===== src/design/kda_pkg.sv =====
// Package with shared constants and types for the key debounce and autorepeat block.
`default_nettype none
package kda_pkg;

  // Default parameter values.
  localparam int KEY_COUNT_DEF = 8;
  localparam int TIME_BITS_DEF = 32;

  // Divider operand widths (delay by acceleration divisor) and debounce delay width.
  localparam int DLY_W = 16;
  localparam int ACC_W = 8;
  localparam int DBN_W = 8;

  // Register reset values.
  localparam logic [DLY_W-1:0] NORMAL_DELAY_RST   = 16'd500;
  localparam logic [ACC_W-1:0] REPEAT_ACCEL_RST   = 8'd4;
  localparam logic [DLY_W-1:0] DLY_FLOOR_RST      = 16'd20;
  localparam logic [DBN_W-1:0] DEBOUNCE_DELAY_RST = 8'd10;

  // Register indexes on the configuration port.
  localparam logic [1:0] REG_NORMAL_DELAY   = 2'd0;
  localparam logic [1:0] REG_REPEAT_ACCEL   = 2'd1;
  localparam logic [1:0] REG_DLY_FLOOR      = 2'd2;
  localparam logic [1:0] REG_DEBOUNCE_DELAY = 2'd3;

  // Divider status toward the sequencer.
  typedef struct packed {
    logic busy;
    logic done;
  } div_stat_t;

endpackage
`default_nettype wire


===== src/design/kda_div.sv =====
// Bit-serial restoring divider, one quotient bit per cycle.
`default_nettype none
module kda_div #(
  parameter int DIVIDEND_W = kda_pkg::DLY_W,
  parameter int DIVISOR_W  = kda_pkg::ACC_W
) (
  input  wire                         clk,
  input  wire                         rst_n,
  input  wire                         start,
  input  wire  [DIVIDEND_W-1:0]       dividend,
  input  wire  [DIVISOR_W-1:0]        divisor,
  output logic [DIVIDEND_W-1:0]       quotient,
  output kda_pkg::div_stat_t          stat
);
  import kda_pkg::*;

  localparam int CNT_W = $clog2(DIVIDEND_W + 1);

  logic [DIVIDEND_W-1:0] quo_r;
  logic [DIVISOR_W-1:0]  rem_r;
  logic [DIVISOR_W-1:0]  dvs_r;
  logic [CNT_W-1:0]      cnt_r;
  logic                  done_r;
  logic [DIVISOR_W:0]    trial;
  logic                  fits;
  logic [DIVISOR_W:0]    diff_nxt;

  // The partial remainder stays below the divisor, so the shifted trial
  // value needs only one extra bit.
  assign trial    = {rem_r, quo_r[DIVIDEND_W-1]};
  assign fits     = (trial >= {1'b0, dvs_r});
  assign diff_nxt = trial - {1'b0, dvs_r};

  always_ff @(posedge clk) begin
    if (!rst_n) begin
      cnt_r  <= '0;
      done_r <= 1'b0;
    end else begin
      done_r <= 1'b0;
      if (start) begin
        quo_r <= dividend;
        rem_r <= '0;
        dvs_r <= divisor;
        cnt_r <= CNT_W'(DIVIDEND_W);
      end else if (cnt_r != '0) begin
        quo_r <= {quo_r[DIVIDEND_W-2:0], fits};
        rem_r <= fits ? diff_nxt[DIVISOR_W-1:0] : trial[DIVISOR_W-1:0];
        cnt_r <= cnt_r - 1'b1;
        if (cnt_r == CNT_W'(1)) begin
          done_r <= 1'b1;
        end
      end
    end
  end

  assign quotient = quo_r;
  // Busy in the upper bit, done in the lower bit.
  assign stat     = {(cnt_r != '0), done_r};

  a_done_pulse: assert property (@(posedge clk) disable iff (!rst_n)
    done_r |=> !done_r)
    else $error("divider done lasted more than one cycle");

  a_done_after_busy: assert property (@(posedge clk) disable iff (!rst_n)
    (cnt_r == CNT_W'(1)) |=> done_r)
    else $error("divider finished without done");

  a_no_restart: assert property (@(posedge clk) disable iff (!rst_n)
    start |-> (cnt_r == '0))
    else $error("divider started while busy");

endmodule
`default_nettype wire


===== src/design/key_debounce_autorepeat_accel.sv =====
// Top level of the key debounce, autorepeat and repeat acceleration block.
//
// Usage: each poll item on the in_ stream carries a millisecond time, the raw
// key levels and the mask of keys allowed to autorepeat. Every accepted item
// produces exactly one result item on the out_ stream holding the keys to
// report on that poll (zero for a poll before the debounce deadline or with an
// unsettled sample).
// Flow: a poll that needs no repeat delay update passes from acceptance
// through the EVAL and OUT states. A repeat event shortens the delay through a
// bit-serial divider of the 16-bit delay by the acceleration divisor, one
// quotient bit per cycle, waiting in DIV, then passes CLAMP and RDL before OUT.
// One item is in work at a time; a new poll is accepted only after the last
// has left OUT and the block is back in IDLE.
// Reset (rst_n, synchronous, active low) restores the configuration registers
// to their defaults and resets the scan state; no clearing pass is needed.
// Stalls: the result sits in an output register. A new poll is accepted while
// it waits; the sequencer only holds before writing the next result until the
// receiver has taken the previous one.
// The APB-style port writes the four registers at byte addresses 0, 4, 8, 12;
// write only while the block is idle.
`default_nettype none
module key_debounce_autorepeat_accel #(
  parameter int KEY_COUNT = kda_pkg::KEY_COUNT_DEF,
  parameter int TIME_BITS = kda_pkg::TIME_BITS_DEF
) (
  input  wire         clk,
  input  wire         rst_n,
  // Poll items: [31:0] now_ms, [39:32] raw_keys, [47:40] repeat_mask.
  input  wire  [47:0] in_tdata,
  input  wire         in_tvalid,
  output logic        in_tready,
  // Result items: [7:0] pressed_keys.
  output logic [7:0]  out_tdata,
  output logic        out_tvalid,
  input  wire         out_tready,
  // Configuration port.
  input  wire         cfg_psel,
  input  wire         cfg_penable,
  input  wire         cfg_pwrite,
  input  wire  [3:0]  cfg_paddr,
  input  wire  [31:0] cfg_pwdata,
  output logic [31:0] cfg_prdata,
  output logic        cfg_pready
);
  import kda_pkg::*;

  // Only the keys that fit the 8-bit fields are tracked.
  localparam int KW = (KEY_COUNT < 8) ? KEY_COUNT : 8;

  typedef enum logic [2:0] {
    ST_IDLE,
    ST_EVAL,
    ST_DIV,
    ST_CLAMP,
    ST_RDL,
    ST_OUT
  } state_t;

  state_t                state_r;

  // Configuration registers.
  logic [DLY_W-1:0]      normal_delay_r;
  logic [ACC_W-1:0]      repeat_accel_r;
  logic [DLY_W-1:0]      dly_floor_r;
  logic [DBN_W-1:0]      debounce_delay_r;

  // Scan state.
  logic [TIME_BITS-1:0]  debounce_deadline_r;
  logic [TIME_BITS-1:0]  repeat_deadline_r;
  logic [KW-1:0]         previous_sample_r;
  logic [KW-1:0]         last_stable_r;
  logic [KW-1:0]         repeating_r;
  logic [DLY_W-1:0]      current_delay_r;

  // Captured poll and the report being built.
  logic [TIME_BITS-1:0]  now_r;
  logic [KW-1:0]         sample_r;
  logic [KW-1:0]         rmask_r;
  logic [KW-1:0]         report_r;

  // Output register.
  logic                  out_valid_r;
  logic [KW-1:0]         out_data_r;

  logic                  cfg_wr;
  logic [1:0]            cfg_idx;
  logic [DLY_W-1:0]      wr_dly;
  logic [ACC_W-1:0]      wr_acc;
  logic [KW-1:0]         held;
  logic [KW-1:0]         fresh;
  logic                  div_start;
  logic [DLY_W-1:0]      quotient;
  div_stat_t             div_stat;
  logic [DLY_W-1:0]      shrunk_nxt;
  logic                  in_acc;

  assign cfg_pready = 1'b1;
  assign cfg_wr     = cfg_psel & cfg_penable & cfg_pwrite;
  assign cfg_idx    = cfg_paddr[3:2];
  assign wr_dly     = cfg_pwdata[DLY_W-1:0];
  assign wr_acc     = cfg_pwdata[ACC_W-1:0];

  always_comb begin
    unique case (cfg_idx)
      REG_NORMAL_DELAY:   cfg_prdata = 32'(normal_delay_r);
      REG_REPEAT_ACCEL:   cfg_prdata = 32'(repeat_accel_r);
      REG_DLY_FLOOR:      cfg_prdata = 32'(dly_floor_r);
      REG_DEBOUNCE_DELAY: cfg_prdata = 32'(debounce_delay_r);
      default:            cfg_prdata = '0;
    endcase
  end

  assign in_tready = (state_r == ST_IDLE);
  assign in_acc    = in_tvalid & in_tready;

  // Keys held that were already repeating, and keys newly pressed.
  assign held  = sample_r & repeating_r;
  assign fresh = sample_r & ~last_stable_r;

  // A repeat is due when a held key repeats and the repeat deadline passed;
  // only then is the divider started.
  assign div_start = (state_r == ST_EVAL) && (now_r >= debounce_deadline_r) &&
                     (sample_r == previous_sample_r) && (held != '0) &&
                     (now_r > repeat_deadline_r);

  // The quotient never exceeds the dividend, so the subtraction cannot wrap.
  assign shrunk_nxt = current_delay_r - quotient;

  kda_div #(
    .DIVIDEND_W (DLY_W),
    .DIVISOR_W  (ACC_W)
  ) u_div (
    .clk      (clk),
    .rst_n    (rst_n),
    .start    (div_start),
    .dividend (current_delay_r),
    .divisor  (repeat_accel_r),
    .quotient (quotient),
    .stat     (div_stat)
  );

  always_ff @(posedge clk) begin
    if (!rst_n) begin
      state_r             <= ST_IDLE;
      normal_delay_r      <= NORMAL_DELAY_RST;
      repeat_accel_r      <= REPEAT_ACCEL_RST;
      dly_floor_r         <= DLY_FLOOR_RST;
      debounce_delay_r    <= DEBOUNCE_DELAY_RST;
      debounce_deadline_r <= '0;
      repeat_deadline_r   <= '0;
      previous_sample_r   <= '0;
      last_stable_r       <= '0;
      repeating_r         <= '0;
      current_delay_r     <= NORMAL_DELAY_RST;
      out_valid_r         <= 1'b0;
    end else begin
      // Register writes, clamped to their legal ranges.
      if (cfg_wr) begin
        unique case (cfg_idx)
          REG_NORMAL_DELAY:
            normal_delay_r <= (wr_dly < dly_floor_r) ? dly_floor_r : wr_dly;
          REG_REPEAT_ACCEL:
            repeat_accel_r <= (wr_acc == '0) ? ACC_W'(1) : wr_acc;
          REG_DLY_FLOOR:
            dly_floor_r <= (wr_dly == '0) ? DLY_W'(1) : wr_dly;
          REG_DEBOUNCE_DELAY:
            debounce_delay_r <= cfg_pwdata[DBN_W-1:0];
          default: ;
        endcase
      end

      // The output register loads a new result when it is free or being
      // emptied in this cycle, and otherwise drops valid once taken.
      if ((state_r == ST_OUT) && (!out_valid_r || out_tready)) begin
        out_valid_r <= 1'b1;
      end else if (out_tready) begin
        out_valid_r <= 1'b0;
      end

      unique case (state_r)
        ST_IDLE: begin
          if (in_acc) begin
            now_r    <= TIME_BITS'(in_tdata[31:0]);
            sample_r <= in_tdata[32 +: KW];
            rmask_r  <= in_tdata[40 +: KW];
            state_r  <= ST_EVAL;
          end
        end
        ST_EVAL: begin
          if (now_r < debounce_deadline_r) begin
            report_r <= '0;
            state_r  <= ST_OUT;
          end else begin
            debounce_deadline_r <= now_r + TIME_BITS'(debounce_delay_r);
            if (sample_r != previous_sample_r) begin
              previous_sample_r <= sample_r;
              report_r          <= '0;
              state_r           <= ST_OUT;
            end else if (held != '0) begin
              if (now_r > repeat_deadline_r) begin
                report_r <= fresh | held;
                state_r  <= ST_DIV;
              end else begin
                report_r      <= fresh;
                last_stable_r <= sample_r;
                state_r       <= ST_OUT;
              end
            end else begin
              // No repeating key held: restart at the normal delay.
              report_r          <= fresh;
              repeating_r       <= sample_r & rmask_r;
              current_delay_r   <= normal_delay_r;
              repeat_deadline_r <= now_r + TIME_BITS'(normal_delay_r);
              last_stable_r     <= sample_r;
              state_r           <= ST_OUT;
            end
          end
        end
        ST_DIV: begin
          if (div_stat.done) begin
            state_r <= ST_CLAMP;
          end
        end
        ST_CLAMP: begin
          current_delay_r <= (shrunk_nxt < dly_floor_r) ? dly_floor_r : shrunk_nxt;
          repeating_r     <= sample_r & rmask_r;
          last_stable_r   <= sample_r;
          state_r         <= ST_RDL;
        end
        ST_RDL: begin
          repeat_deadline_r <= now_r + TIME_BITS'(current_delay_r);
          state_r           <= ST_OUT;
        end
        ST_OUT: begin
          if (!out_valid_r || out_tready) begin
            out_data_r <= report_r;
            state_r    <= ST_IDLE;
          end
        end
        default: state_r <= ST_IDLE;
      endcase
    end
  end

  assign out_tvalid = out_valid_r;
  assign out_tdata  = 8'(out_data_r);

  a_accel_nonzero: assert property (@(posedge clk) disable iff (!rst_n)
    (repeat_accel_r != '0) && (dly_floor_r != '0))
    else $error("divisor or delay floor reached zero");

  a_div_to_clamp: assert property (@(posedge clk) disable iff (!rst_n)
    (state_r == ST_DIV && div_stat.done) |=> (state_r == ST_CLAMP))
    else $error("divider result not taken");

  a_idle_div_quiet: assert property (@(posedge clk) disable iff (!rst_n)
    in_tready |-> !div_stat.busy)
    else $error("poll accepted while divider busy");

  a_repeat_floor: assert property (@(posedge clk) disable iff (!rst_n)
    (state_r == ST_CLAMP) |=> (current_delay_r >= dly_floor_r))
    else $error("repeat delay fell below the floor");

endmodule
`default_nettype wire


===== config.mk =====
export PLATFORM = sky130hd
export DESIGN_NAME = key_debounce_autorepeat_accel
export DESIGN_NICKNAME = d
export VERILOG_FILES = /design/src/design/kda_pkg.sv /design/src/design/kda_div.sv /design/src/design/key_debounce_autorepeat_accel.sv
export SDC_FILE = /design/constraint.sdc
export NUM_CORES = 1
export LEC_CHECK = 0
export BUFFER_PORTS_ARGS = -buffer_cell sky130_fd_sc_hd__buf_2
export CAP_MARGIN = 20
export CORE_ASPECT_RATIO = 1.75
export CORE_MARGIN = 4
export CORE_UTILIZATION = 30
export DETAILED_ROUTE_END_ITERATION = 16
export SYNTH_ARGS = -nofsm -noshare
export SYNTH_HDL_FRONTEND = slang
export SYNTH_SLANG_ARGS = --single-unit

===== constraint.sdc =====
create_clock -name clk -period 4.6 [get_ports clk]
set_input_delay 0.69 -clock clk [delete_from_list [all_inputs] [get_ports clk]]
set_output_delay 0.69 -clock clk [all_outputs]
set_load 0.02 [all_outputs]

==> results of run 1 <==
[flip-flops by register name, summed over array words and instances, names as in the netlist, 16 cells and up]
name / flops
current_delay_r: 16
debounce_deadline_r: 32
dly_floor_r: 16
normal_delay_r: 16
now_r: 32
repeat_deadline_r: 32
u_div.quotient: 16
[Yosys cell counts (all sizes together), types with 34 or more instances]
cell type	number
dfxtp	162
nand2	156
ha	144
inv	136
a21oi	133
nor2	115
o21ai	98
edfxtp	96
nand3	75
clkbuf	58
mux2i	50
xor2	40
a211oi	36
xnor2	36
mux2	34
[layer usage]
metal  GRT usage, %  up-vias  part of all wire [%]
met5              0        -                 0.028
met1           15.1     6254                    34
li1               -     6347                     -
met3           1.50      137                   2.8
met2           32.5      312                    56
met4           9.99        2                   6.9
[cell families (layout without fill, tap and decap cells)]
family                     Yosys count  in the layout  synth area share [%]
AOI/OAI and AO/OA                  420            420                  16.7
xor gates and xnor gates            76             76                  4.22
adders and majority gates          148            148                  11.9
buffers and inverters              227            319                  6.02
DFF                                258            258                  38.9
muxes                               92             92                  7.08
other                                2             17                0.0476
and+or+nand+nor                    503            503                  15.1
[per-stage QoR]
step	std cells	power, uW	setup WS, ps	TNS [ps]	hold WS, ps
finish	2505	7180	313	0	290
global placement	2457	4870	250	0	405
floorplan	1741	4360	208	0	400
detailed placement	2457	4920	237	0	407
CTS	2505	7250	157	0	260
global route	2505	7620	-11.9	-20.8	278
[repair_timing]
item                       in CTS  in global routing
setup endpoints to repair       0                  7
gates resized for setup         0                  3
buffers inserted                0                  0
[worst max path at each step]
stage / endpoint / slack, ps / depth (start not counted)
4_1_cts: current_delay_r[6] / 160 / 20
5_1_grt: current_delay_r[6] / -10 / 20
3_3_place_gp: current_delay_r[7] / 250 / 20
2_1_floorplan: u_div.quotient[0] / 210 / 7
6_report: current_delay_r[6] / 310 / 18
3_5_place_dp: current_delay_r[6] / 240 / 20
[final cells by class]
type	instances	area (sq um)	share of cell area, %
clock buffers	34	712	3.96
clock inverters	14	194	1.08
multi-input cells	1256	8800	49.0
well taps	672	841	4.68
flip-flops and latches	258	6130	34.1
repair buffers	135	793	4.41
inverters	136	512	2.85
[report_power, final]
part           internal [uW]  switching (uW)
registers               2650             161
clock network           1320             967
logic                    882            1200
total                   4850            2320
==> results by group, run 1 <==
Final layout
  • Antenna diodes: 0
  • Most frequent cells in the layout: dfxtp_1, nand2_1, ha_1
  • Fin util: 34.7%
  • Final Instance Area: 0.0180 sq mm
  • Layout cells sized above 1: 13.3%
  • Layout Area Growth over Synthesis: 14.0%
  • Most common cell after layout, fill and taps aside: dfxtp_1
  • Final #Nets: 2,052
  • Filler Cells Inserted: 5,375

Worst hold path
  • Min-delay src: in_tdata[1]
  • Hold crit path type: input port to register
  • Worst min-delay path endpoint: now_r[1]
  • Worst hold stages: 1

Critical path
  • R2R depth: 18
  • Crit path kind: register to register
  • CP Cell Sequence: inv_1 > ha_1 > nor2b_1 > o31ai_1 > a311oi_1 > nor2_1 > o31ai_1 > or2_2 > xnor2_1 > ha_1 > and4_1 > a21oi_1 > nand2_1 > a31oi_2 > buf_12 > mux2i_1 > a211oi_1 > a211o_1
  • RR Endpoint: current_delay_r[6]
  • Buf/Inv on CP: 2
  • R2r setup slk: 310 ps
  • Worst path max stage delay: 450 ps
  • Reg-to-reg startpoint: u_div.quotient[1]
  • Largest delay share family, worst path: compound AO/OA/AOI/OAI gates
  • CP Data Required Time: 5030 ps
  • Crit path capture type: register
  • Critical Path Fanout Max: 25
  • Cell at the slowest stage of the critical path: edfxtp_1
  • Startpoint Class: register
  • CP Launch Point: u_div.quotient[1]
  • Worst EP arrival: 4720 ps

Placement
  • Post-placement cell area: 0.0171 sq mm
  • Detailed Place HPWL: 36,400 um
  • GPL Wtd Cong: 0.927
  • Port Buffers: 98

Power
  • PD cells: 399 mW/mm^2
  • Leak: 0.00696 uW
  • Max rail drop VDD: 0.271 mV

Route
  • Drt first pass iters: 6
  • DR vias: 13,100
  • DR iter-0 viols: 507
  • Number of nets with antenna violations after routing: 0
  • DRT Wirelength: 47,100 um
  • Via/cell ratio: 5.21
  • Drt wl/cell: 18.8 um
  • # DRC: 0

Logic synthesis
  • Ys async rst share: 0%
  • Synth Flop Type: dfxtp_1
  • Dominant cells by area after synthesis: dfxtp_1, edfxtp_1, ha_1
  • Mapped Area: 0.0158 sq mm
  • Post-Syn Instances: 1,726
  • Post-synth EDFFs: 96
  • Yosys reg bits: 258
  • Mapped Avg Cell Area: 9.13 sq um
  • Count of different cell masters after synthesis: 69
  • YS warnings: 0
  • Yosys top cell area share: 20.6%
  • Sequential area share after synthesis: 38.9%
  • Post-synth top area cell: dfxtp_1

Clock network
  • Bufs on Longest Clock Path: 3
  • Hold buffers post-CTS: 0
  • H-Tree Depth: 1
  • CTS Sinks: 258
  • CTS buffer count: 26
  • CTS tree: built
  • Worst-Skew Late Latency: 580 ps
  • Clock transition at path regs: 70 ps
  • Clk root buf: clkbuf_16

Status
  • Status: complete, no violations

Floorplan
  • FP Rows: 110
  • Die Ht: 311 um
  • Core area: 0.0517 sq mm
  • DIE WIDTH: 181 um
  • Die area: 0.0564 sq mm
  • # IOs: 134
  • Initial Util: 30.5%

Timing
  • Worst slew margin: 27.2%
  • Tcrit/Tclk final: 93.2%
  • Slew @ Worst Pin: 1090 ps
  • Min Clock Period, post-route: 4290 ps
  • Fmax: 233 MHz
  • Final setup fails: 0
  • Final Hold Fails: 0
  • Clock Skew: 45.5 ps
  • Final Max Slew Viols: 0

GRT
  • Largest net degree at the start of global routing: 70
  • Vias in the first global route: 13,400
  • Initial antenna violation count: 1
  • Overall Global Routing Usage: 16.1%
  • Overflow after GRT: 0
  • First-pass GRT wire length: 72,700 um

Job
  • Max-cap violations: 0
No activity file was read; power rests on OpenSTA's default activity.
==> run 2, diff against run 1 <==
--- a/config.mk
+++ b/config.mk
@@ -11,4 +11,5 @@
 export CORE_MARGIN = 4
-export CORE_UTILIZATION = 30
+export CORE_UTILIZATION = 55
 export DETAILED_ROUTE_END_ITERATION = 16
+export PLACE_DENSITY = 0.77
 export SYNTH_ARGS = -nofsm -noshare
--- a/constraint.sdc
+++ b/constraint.sdc
@@ -3,2 +3,2 @@
 set_output_delay 0.69 -clock clk [all_outputs]
-set_load 0.02 [all_outputs]
+set_load 0.05 [all_outputs]
==> run 2 against run 1 <==
Clock-buffer cell count shrank 3. Hold slack gained 27 ps. First-iteration DRC count grew 54%. Register-to-register slack is essentially flat. Flip-flop and latch count is the same. Final cell count shrank 12%. Combinational power grew 2%. Non-clock buffer count shrank 1. Largest power group unchanged.
==> results by group, run 2 (synthesized netlist as in run 1, its figures left out) <==
Route
  • Via/cell ratio: 6.00
  • DR iter-0 viols: 782
  • Number of nets with antenna violations after routing: 0
  • Drt wl/cell: 19.2 um
  • DRT Wirelength: 42,300 um
  • Drt first pass iters: 7
  • # DRC: 0
  • DR vias: 13,200

Worst hold path
  • Hold crit path type: input port to register

Timing
  • Final Max Slew Viols: 0
  • Setup TNS: 0 ps
  • Worst slew margin: 35.0%
  • Clock Skew: 13.9 ps
  • Fmax: 233 MHz
  • RSZ-0062 raised after global routing: no
  • Min Clock Period, post-route: 4290 ps
  • Final Worst Setup Slack: 311 ps
  • Final Hold Fails: 0
  • Tcrit/Tclk final: 93.2%
  • Slew @ Worst Pin: 967 ps
  • Final setup fails: 0

Clock network
  • CTS Sinks: 258
  • CTS tree: built
  • Clk root buf: clkbuf_16
  • Clock transition at path regs: 70 ps
  • CTS buffer count: 25
  • Setup Buffers After CTS: 0
  • H-Tree Depth: 1
  • Worst-Skew Late Latency: 540 ps
  • Bufs on Longest Clock Path: 3

Critical path
  • Crit path capture type: register
  • Cell at the slowest stage of the critical path: fa_1
  • Critical Path Fanout Max: 25
  • Worst EP arrival: 4710 ps
  • Crit path kind: register to register
  • R2r setup slk: 310 ps
  • CP Data Required Time: 5030 ps
  • Most frequent cell on the critical path: ha_1
  • Startpoint Class: register
  • Worst path max stage delay: 400 ps
  • CP Cell Sequence: inv_1 > ha_1 > fa_1 > nor2b_1 > o31a_1 > o41ai_1 > buf_4 > o211ai_1 > nand3_1 > a21boi_1 > nor2_1 > xnor2_1 > ha_1 > and4_1 > a21oi_1 > nand2_1 > a31oi_2 > buf_12 > mux2i_1 > a211oi_1 > a211o_1

Final layout
  • Antenna diodes: 0
  • Register area: 0.00613 sq mm
  • Filler Cells Inserted: 2,364
  • Layout Area Growth over Synthesis: 11.5%
  • Final #Nets: 2,050
  • Top Registers: debounce_deadline_r (32), now_r (32), repeat_deadline_r (32)
  • Area occupied by multi-input gates: 0.00878 sq mm
  • Most common cell after layout, fill and taps aside: dfxtp_1
  • Most frequent cells in the layout: dfxtp_1, nand2_1, ha_1
  • Layout cells sized above 1: 13.2%

Floorplan
  • FP Rows: 81
  • Die area: 0.0315 sq mm
  • Initial Util: 56.2%
  • # IOs: 134
  • Core area: 0.0281 sq mm
  • DIE WIDTH: 136 um
  • Die Ht: 232 um

GRT
  • First-pass GRT wire length: 66,600 um
  • Initial antenna violation count: 0
  • Overflow after GRT: 0
  • Overall Global Routing Usage: 26.5%
  • Vias in the first global route: 13,300
  • Largest net degree at the start of global routing: 81

Power
  • PD cells: 405 mW/mm^2
  • Max rail drop VDD: 0.336 mV
  • Leak: 0.00695 uW
  • Total power: 7120 uW

Placement
  • GPL Wtd Cong: 0.981
  • Detailed Place HPWL: 31,600 um
  • Port Buffers: 98
  • DP Worst Slack: 277 ps

Status
  • Status: complete, no violations

Job
  • Max-cap violations: 0
[run 2: cell count changes in the layout (fill, tap and decap cells not counted), sizes merged]
cell      delta
buf          -1
clkinv       +2
clkbuf       -3
clkinvlp     -3
inv          +2
[run 2: report_power, final]
part | switching (uW) | internal (uW)
Clock | 919 | 1280
Sequential | 152 | 2650
Combinational | 1230 | 892
Total | 2300 | 4820
[run 2: cell type report]
type | instances | area share [%]
tap | 373 | 2.66
timing repair buffer | 134 | 4.61
inverter | 136 | 2.91
clock buffer | 31 | 3.86
multi-input combinational | 1256 | 50.0
sequential | 258 | 34.9
clock inverter | 15 | 1.12
[run 2: per-layer routing]
layer  wire [um]  vias to the layer above  global-route usage, %
met2       22100                      424                   48.4
met3        1640                      185                   2.71
met1       14900                     6275                   26.9
li1            -                     6344                      -
met4        3720                        0                   20.8
met5           0                        -                      0
[run 2: critical path, delay by kind of cell (launching register included)]
| family | cells | cell delay [ps] |
|---|---|---|
| AOI/OAI and AO/OA | 8 | 1470 |
| adders and majority gates | 3 | 920 |
| and+or+nand+nor | 5 | 650 |
| buffers and inverters | 3 | 430 |
| DFF | 1 | 350 |
| muxes | 1 | 210 |
| xor gates and xnor gates | 1 | 130 |
[run 2: final timing paths]
kind	startpoint	to	depth (start not counted)
max	current_delay_r[0]	current_delay_r[7]	21
min	in_tdata[14]	now_r[14]	1
max reg2reg	current_delay_r[0]	current_delay_r[7]	21
min reg2reg	report_r[0]	out_tdata[0]	0
[run 2: metrics by stage]
step                      utilization [%]  hold WS (ps)  area, sq um  instances
after floorplan                         -           400        15800       1741
after global placement               59.4           401        16700       2156
after detailed placement             59.4           405        16700       2156
after CTS                            62.5           301        17600       2202
after global routing                 62.6           309        17600       2203
final                                62.6           317        17600       2203
[run 2: what timing repair did]
action | 4_1_cts | 5_1_grt
resized for setup | 0 | 1
setup endpoints to repair | 0 | 6
hold buffers | 0 | 0
